## src/rtl/smpq_pkg.sv

```systemverilog
package smpq_pkg;

   localparam int DEFAULT_CAPACITY = 8;

   localparam int KEY_W   = 32;
   localparam int REQ_W   = 2;
   localparam int STAT_W  = 2;
   localparam int OCC_W   = 4;
   localparam int RSP_DATA_W = 40;  // key, occupancy, zero fill to whole bytes

   // request kinds
   localparam logic [REQ_W-1:0] REQ_INSERT = 2'd0;
   localparam logic [REQ_W-1:0] REQ_REMOVE = 2'd1;
   localparam logic [REQ_W-1:0] REQ_READ   = 2'd2;

   // result status codes
   localparam logic [STAT_W-1:0] STAT_OK        = 2'd0;
   localparam logic [STAT_W-1:0] STAT_OVERFLOW  = 2'd1;
   localparam logic [STAT_W-1:0] STAT_UNDERFLOW = 2'd2;

   typedef enum logic {
      ST_IDLE,
      ST_EXEC
   } state_type;

   // controller to datapath
   typedef struct packed {
      logic capture;  // latch the incoming request word
      logic execute;  // apply the request and load the result register
   } cmd_type;

endpackage

```

## src/rtl/smpq_ctrl.sv

```systemverilog
module smpq_ctrl
   import smpq_pkg::*;
(
   input  logic    clock,
   input  logic    reset,
   input  logic    req_tvalid,
   output logic    req_tready,
   output logic    rsp_tvalid,
   input  logic    rsp_tready,
   output cmd_type cmd
);

   state_type state_ff, state_in;
   logic      rsp_valid_ff, rsp_valid_in;
   logic      can_load;

   // result register is free, or its word leaves this cycle
   assign can_load = !rsp_valid_ff || rsp_tready;

   always_comb begin
      state_in = state_ff;
      unique case (state_ff)
         ST_IDLE: begin
            if (req_tvalid) state_in = ST_EXEC;
         end
         ST_EXEC: begin
            if (can_load) state_in = ST_IDLE;
         end
         default: state_in = ST_IDLE;
      endcase
   end

   always_comb begin
      req_tready  = 1'b0;
      cmd.capture = 1'b0;
      cmd.execute = 1'b0;
      unique case (state_ff)
         ST_IDLE: begin
            req_tready  = 1'b1;
            cmd.capture = req_tvalid;
         end
         ST_EXEC: begin
            cmd.execute = can_load;
         end
         default: ;
      endcase
   end

   always_comb begin
      rsp_valid_in = rsp_valid_ff;
      priority if (cmd.execute) rsp_valid_in = 1'b1;
      else if (rsp_tready)      rsp_valid_in = 1'b0;
   end

   always_ff @(posedge clock) begin
      if (reset) begin
         state_ff     <= ST_IDLE;
         rsp_valid_ff <= 1'b0;
      end else begin
         state_ff     <= state_in;
         rsp_valid_ff <= rsp_valid_in;
      end
   end

   assign rsp_tvalid = rsp_valid_ff;

endmodule

```

## src/rtl/smpq_dp.sv

```systemverilog
module smpq_dp
   import smpq_pkg::*;
#(
   parameter int CAPACITY = DEFAULT_CAPACITY
)(
   input  logic                     clock,
   input  logic                     reset,
   input  cmd_type                  cmd,
   input  logic        [REQ_W-1:0]  req_kind,
   input  logic signed [KEY_W-1:0]  req_key,
   output logic        [STAT_W-1:0] rsp_status,
   output logic signed [KEY_W-1:0]  rsp_key,
   output logic        [OCC_W-1:0]  rsp_occ
);

   localparam int CW = $clog2(CAPACITY + 1);

   logic        [REQ_W-1:0]  kind_ff;
   logic signed [KEY_W-1:0]  key_ff;
   logic signed [KEY_W-1:0]  cell_ff [CAPACITY];
   logic signed [KEY_W-1:0]  cell_in [CAPACITY];
   logic        [CW-1:0]     count_ff, count_in;
   logic        [STAT_W-1:0] status_ff, status_in;
   logic signed [KEY_W-1:0]  kout_ff, kout_in;
   logic        [OCC_W-1:0]  occ_ff;

   logic [CAPACITY-1:0] hit;     // held entry that the new key goes before
   logic [CAPACITY-1:0] at_pos;  // at or past the insertion point
   logic                full, empty, do_insert, do_remove;

   assign full  = (count_ff == CW'(CAPACITY));
   assign empty = (count_ff == '0);
   assign do_insert = (kind_ff == REQ_INSERT) && !full;
   assign do_remove = (kind_ff == REQ_REMOVE) && !empty;

   // one compare per cell; the row is sorted so hit is a run up to the top
   for (genvar i = 0; i < CAPACITY; i++) begin : g_cell
      assign hit[i]    = (CW'(i) < count_ff) && (key_ff <= cell_ff[i]);
      assign at_pos[i] = hit[i] || (CW'(i) == count_ff);

      if (i == 0) begin : g_head
         always_comb begin
            cell_in[i] = cell_ff[i];
            if (do_insert && at_pos[i]) cell_in[i] = key_ff;
            else if (do_remove)         cell_in[i] = cell_ff[i+1];
         end
      end else if (i == CAPACITY - 1) begin : g_tail
         always_comb begin
            cell_in[i] = cell_ff[i];
            if (do_insert) begin
               if (at_pos[i-1])  cell_in[i] = cell_ff[i-1];
               else if (at_pos[i]) cell_in[i] = key_ff;
            end
         end
      end else begin : g_mid
         always_comb begin
            cell_in[i] = cell_ff[i];
            if (do_insert) begin
               if (at_pos[i-1])  cell_in[i] = cell_ff[i-1];
               else if (at_pos[i]) cell_in[i] = key_ff;
            end else if (do_remove) begin
               cell_in[i] = cell_ff[i+1];
            end
         end
      end
   end

   always_comb begin
      status_in = STAT_OK;
      kout_in   = '0;
      count_in  = count_ff;
      unique case (kind_ff)
         REQ_INSERT: begin
            if (full) status_in = STAT_OVERFLOW;
            else      count_in  = count_ff + CW'(1);
         end
         REQ_REMOVE: begin
            if (empty) status_in = STAT_UNDERFLOW;
            else begin
               kout_in  = cell_ff[0];
               count_in = count_ff - CW'(1);
            end
         end
         REQ_READ: begin
            if (empty) status_in = STAT_UNDERFLOW;
            else       kout_in   = cell_ff[0];
         end
         default: ;
      endcase
   end

   always_ff @(posedge clock) begin
      if (reset) count_ff <= '0;
      else if (cmd.execute) count_ff <= count_in;
   end

   always_ff @(posedge clock) begin
      if (cmd.capture) begin
         kind_ff <= req_kind;
         key_ff  <= req_key;
      end
      if (cmd.execute) begin
         cell_ff   <= cell_in;
         status_ff <= status_in;
         kout_ff   <= kout_in;
         occ_ff    <= OCC_W'(count_in);
      end
   end

   assign rsp_status = status_ff;
   assign rsp_key    = kout_ff;
   assign rsp_occ    = occ_ff;

endmodule

```

## src/rtl/sorted_min_priority_queue_unit.sv

```systemverilog
// Bounded min-priority queue of signed 32-bit keys, held as an ascending row of
// CAPACITY registers. Each request word (insert, remove smallest, read smallest)
// returns one result word with a status, the smallest key for remove/read and the
// occupancy after the request (low 4 bits of the count). A request is latched in
// ST_IDLE; in ST_EXEC every cell then compares against the key and shifts in
// parallel, and the result register is loaded. The input then opens again, so a
// new request is taken only once the last one has executed. A result that is not
// taken holds the next request in its execute cycle. No clearing pass:
// the queue is ready right after reset.
module sorted_min_priority_queue_unit
   import smpq_pkg::*;
#(
   parameter int CAPACITY = DEFAULT_CAPACITY
)(
   input  logic                  clock,
   input  logic                  reset,
   input  logic                  req_tvalid,
   output logic                  req_tready,
   input  logic [KEY_W-1:0]      req_tdata,   // [31:0] key_in
   input  logic [REQ_W-1:0]      req_tuser,   // [1:0] req_type
   output logic                  rsp_tvalid,
   input  logic                  rsp_tready,
   output logic [RSP_DATA_W-1:0] rsp_tdata,   // [31:0] key_out, [35:32] occupancy
   output logic [STAT_W-1:0]     rsp_tuser    // [1:0] status
);

   cmd_type                  cmd;
   logic signed [KEY_W-1:0]  key_out;
   logic        [OCC_W-1:0]  occupancy;

   smpq_ctrl u_ctrl (
      .clock      (clock),
      .reset      (reset),
      .req_tvalid (req_tvalid),
      .req_tready (req_tready),
      .rsp_tvalid (rsp_tvalid),
      .rsp_tready (rsp_tready),
      .cmd        (cmd)
   );

   smpq_dp #(
      .CAPACITY (CAPACITY)
   ) u_dp (
      .clock      (clock),
      .reset      (reset),
      .cmd        (cmd),
      .req_kind   (req_tuser),
      .req_key    (req_tdata),
      .rsp_status (rsp_tuser),
      .rsp_key    (key_out),
      .rsp_occ    (occupancy)
   );

   assign rsp_tdata = {(RSP_DATA_W - KEY_W - OCC_W)'(0), occupancy, key_out};

   // one request in flight: after a word is taken the input closes
   a_one_in_flight: assert property (@(posedge clock) disable iff (reset)
      (req_tvalid && req_tready) |=> !req_tready)
      else $error("request taken while another is in flight");

   a_underflow_empty: assert property (@(posedge clock) disable iff (reset)
      (rsp_tvalid && rsp_tuser == STAT_UNDERFLOW) |->
         (rsp_tdata[KEY_W-1:0] == '0 && rsp_tdata[KEY_W+OCC_W-1:KEY_W] == '0))
      else $error("underflow with nonzero key or occupancy");

   a_overflow_full: assert property (@(posedge clock) disable iff (reset)
      (rsp_tvalid && rsp_tuser == STAT_OVERFLOW) |->
         (rsp_tdata[KEY_W+OCC_W-1:KEY_W] == OCC_W'(CAPACITY) &&
          rsp_tdata[KEY_W-1:0] == '0))
      else $error("overflow reported while not full");

endmodule

```

## config.mk

```make
export PLATFORM = sky130hd
export DESIGN_NAME = sorted_min_priority_queue_unit
export DESIGN_NICKNAME = d
export VERILOG_FILES = /design/src/rtl/smpq_pkg.sv /design/src/rtl/smpq_ctrl.sv /design/src/rtl/smpq_dp.sv /design/src/rtl/sorted_min_priority_queue_unit.sv
export SDC_FILE = /design/constraint.sdc
export NUM_CORES = 1
export LEC_CHECK = 0
export BUFFER_PORTS_ARGS = -buffer_cell sky130_fd_sc_hd__buf_2
export CORE_MARGIN = 2
export CORE_UTILIZATION = 50
export CTS_CLUSTER_SIZE = 8
export DETAILED_ROUTE_END_ITERATION = 8
export GPL_TIMING_DRIVEN = 1
export PLACE_DENSITY = 0.68
export SKIP_LAST_GASP = 1
export SLEW_MARGIN = 5
export SYNTH_ARGS = -nofsm -noshare
export SYNTH_HDL_FRONTEND = slang
export SYNTH_SLANG_ARGS = --single-unit
```

## constraint.sdc

```tcl
create_clock -name clock -period 9.4 [get_ports clock]
set_input_delay 0.47 -clock clock [delete_from_list [all_inputs] [get_ports clock]]
set_output_delay 0.47 -clock clock [all_outputs]
set_load 0.05 [all_outputs]
```

==> qor.txt <==
power per cell area -> 165 mW/mm^2
Die Area -> 0.0462 sq mm
Yosys reg bits -> 334
worst path arrival time -> 4.86 ns
Async SR Flop Fraction -> 0%
Clock Sinks -> 334
Post-Syn Area -> 0.0223 sq mm
first-pass iteration count of the detailed router -> 6
Critical Path End Type -> register
compound-cell area share of the yosys netlist -> 16.0%
Rel. slew slack -> 18.2%
clock transition at the registers of the reported paths -> 0.05 ns
floorplan row count -> 77
IO Count -> 82
nets -> 2545
total negative slack -> 0 ns
WS Path Type -> register to register
filler instances -> 3806
drt total wl -> 59.5 mm
vias per cell -> 6.07
fin cells -> 2858
fin crit share -> 49.7%
Main synth FF type -> edfxtp_1
Final HPWL DP -> 43.5 mm
number of buffers created by CTS -> 48
initial antenna violation count -> 0
Post-Synthesis Cells -> 2170
syn_area_per_cell -> 10.3 sq um
RePlAce Congestion -> 0.910
Pleak -> 10.6 nW
vias in the first global route -> 16733
skew final -> 0.0220 ns
clock power share -> 39.3%
HP Class -> input port to register
EDFF count, synth -> 328
root buf cell -> clkbuf_16
vias -> 17337
startpoint types -> register
final setup fails -> 0
Post-CTS Setup Repair Bufs -> 0
post-synthesis sequential area ratio -> 44.8%
status -> finished clean
Max-cap violations -> 0
CTS tree -> yes
Post-CTS Resized -> 0
Clock H-tree levels -> 2
worst skew pair latency -> 0.58 ns
Post-DRT Antenna Nets -> 0
Max IR drop VDD -> 0.170 mV
DR DRC count -> 0
# hold bufs at CTS -> 0
worst hold start -> req_tdata[24]
gr ovfl total -> 0
commonest non-fill, non-tap cell in the layout -> edfxtp_1
largest net degree at the start of global routing -> 195
switching pwr -> 1.15 mW
Synth warnings -> 0
Syn-to-layout area delta -> 11.2%
Synth cell types -> 66
Die W -> 215 microns
Starting DRT DRC Count -> 1860
Overall Global Routing Usage -> 25.5%
sequential share of power -> 43.2%
adder-cell share of the synthesized area -> 14.8%
Initial Util -> 50.5%
PortBufs -> 77
Critical Path Start -> u_dp.key_ff[24]
wire per inst -> 20.8 microns
Int Power -> 2.93 mW
XOR/XNOR share of the synthesized area -> 0%
most frequent cells in the layout -> 328 x edfxtp_1, 269 x inv_1, 263 x ha_1, 185 x nand2_1, 148 x a21oi_1
multiplexer share of the synthesized area -> 6.68%
slew of the pin with the lowest slew margin -> 1.23 ns
largest family of logic cells by synthesized area -> compound AO/OA/AOI/OAI gates
crit path max fanout -> 33
share of layout cells above drive strength 1 -> 12.1%
Placed Cells -> 2786
Req. time, crit path -> 9.59 ns
Comb pwr share -> 17.5%
RSZ-0062 raised after global routing -> false
global-route wire length before repair -> 93.5 mm
fin. max-slew vios -> 0
fin crit period -> 4.67 ns
fmax -> 0.214 GHz
Simple-Gate Fraction of Synth Area -> 10.8%
worst-case clock buffer depth -> 3
Core ar. -> 0.0441 sq mm
Die Ht -> 215 microns
FF-to-FF Start -> u_dp.key_ff[24]
final hold viol count -> 0
Sw Share -> 28.1%
[registers in the layout, summed over array words and instances (netlist names)]
| signal | flops |
|---|---|
| u_ctrl.rsp_tvalid | 1 |
| u_ctrl.state_ff | 1 |
| u_dp.cell_ff | 256 |
| u_dp.count_ff | 4 |
| u_dp.key_ff | 32 |
| u_dp.kind_ff | 2 |
| u_dp.rsp_key | 32 |
| u_dp.rsp_occ | 4 |
| u_dp.rsp_status | 2 |
[layout make-up]
type	instances	area [sq um]	area share [%]
Clock inverter	2	25.0	0.101
Sequential cell	334	9970	40.3
Inverter	270	1010	4.09
Tap cell	592	741	2.99
Multi-Input combinational cell	1461	10900	44.0
Clock buffer	69	1330	5.38
Antenna cell	1	2.50	0.0101
Timing Repair Buffer	129	788	3.18
[final timing paths]
path / endpoint / slack [ns] / cells after the start
max: u_dp.cell_ff[156] / 4.73 / 9
min: u_dp.key_ff[24] / 0.06 / 1
max reg2reg: u_dp.cell_ff[156] / 4.73 / 9
min reg2reg: u_ctrl.rsp_tvalid / 0.52 / 2
[power groups by stage]
stage,clock (mW),combinational (mW),sequential [mW]
finish,1.60,0.713,1.76
global route,1.69,0.781,1.77
CTS,1.63,0.703,1.76
detailed placement,0,0.700,1.79
global placement,0,0.675,1.79
floorplan,0,0.456,1.84
[metal layers]
| layer | track usage, % | part of all wire (%) | up-vias |
|---|---|---|---|
| met3 | 4.12 | 8.0 | 129 |
| met5 | 0 | 0 | - |
| met2 | 39.1 | 44 | 772 |
| met1 | 36.3 | 45 | 8241 |
| met4 | 10.0 | 3.8 | 0 |
| li1 | - | - | 8195 |
[per-stage QoR]
stage / cell area, sq um / power, mW / util [%] / hold WS (ns) / setup slack (ns)
6_report: 24800 / 4.08 / 56.1 / 0.0649 / 4.73
5_1_grt: 24800 / 4.24 / 56.1 / 0.0437 / 4.44
4_1_cts: 24800 / 4.09 / 56.1 / 0.0352 / 4.78
3_5_place_dp: 23400 / 2.49 / 53.0 / 0.512 / 4.82
3_3_place_gp: 23400 / 2.46 / 53.0 / 0.496 / 4.83
2_1_floorplan: 22300 / 2.29 / - / 0.494 / 4.22
[critical path: stages (launching register included)]
cell      delay (ns)
edfxtp_1        0.67
ha_1            0.41
nand4_1         0.17
nor4_1          0.62
o41ai_1         0.22
a211o_1         0.35
nand3_2         0.44
buf_4           0.43
nor2_1          0.13
a21oi_4         0.84
[logic make-up after synthesis]
kind of cell             Yosys count
flip-flops                       334
AO/OA/AOI/OAI                    553
multiplexers                     130
other                              1
adder cells (fa/ha/maj)          263
AND/OR/NAND/NOR                  511
buffers and inverters            378
[cell usage after synthesis (all sizes together), types with 45 or more instances]
master,instances,share of area [%]
a21oi,156,3.5
buf,45,1.3
clkbuf,63,1.1
edfxtp,328,44
ha,263,15
inv,269,4.5
mux2,64,3.7
mux2i,66,3.0
nand2,186,3.1
nand3,83,1.9
nand4,57,1.6
nor2,102,1.8
o21ai,159,3.6
No activity file was read; power rests on OpenSTA's default activity.
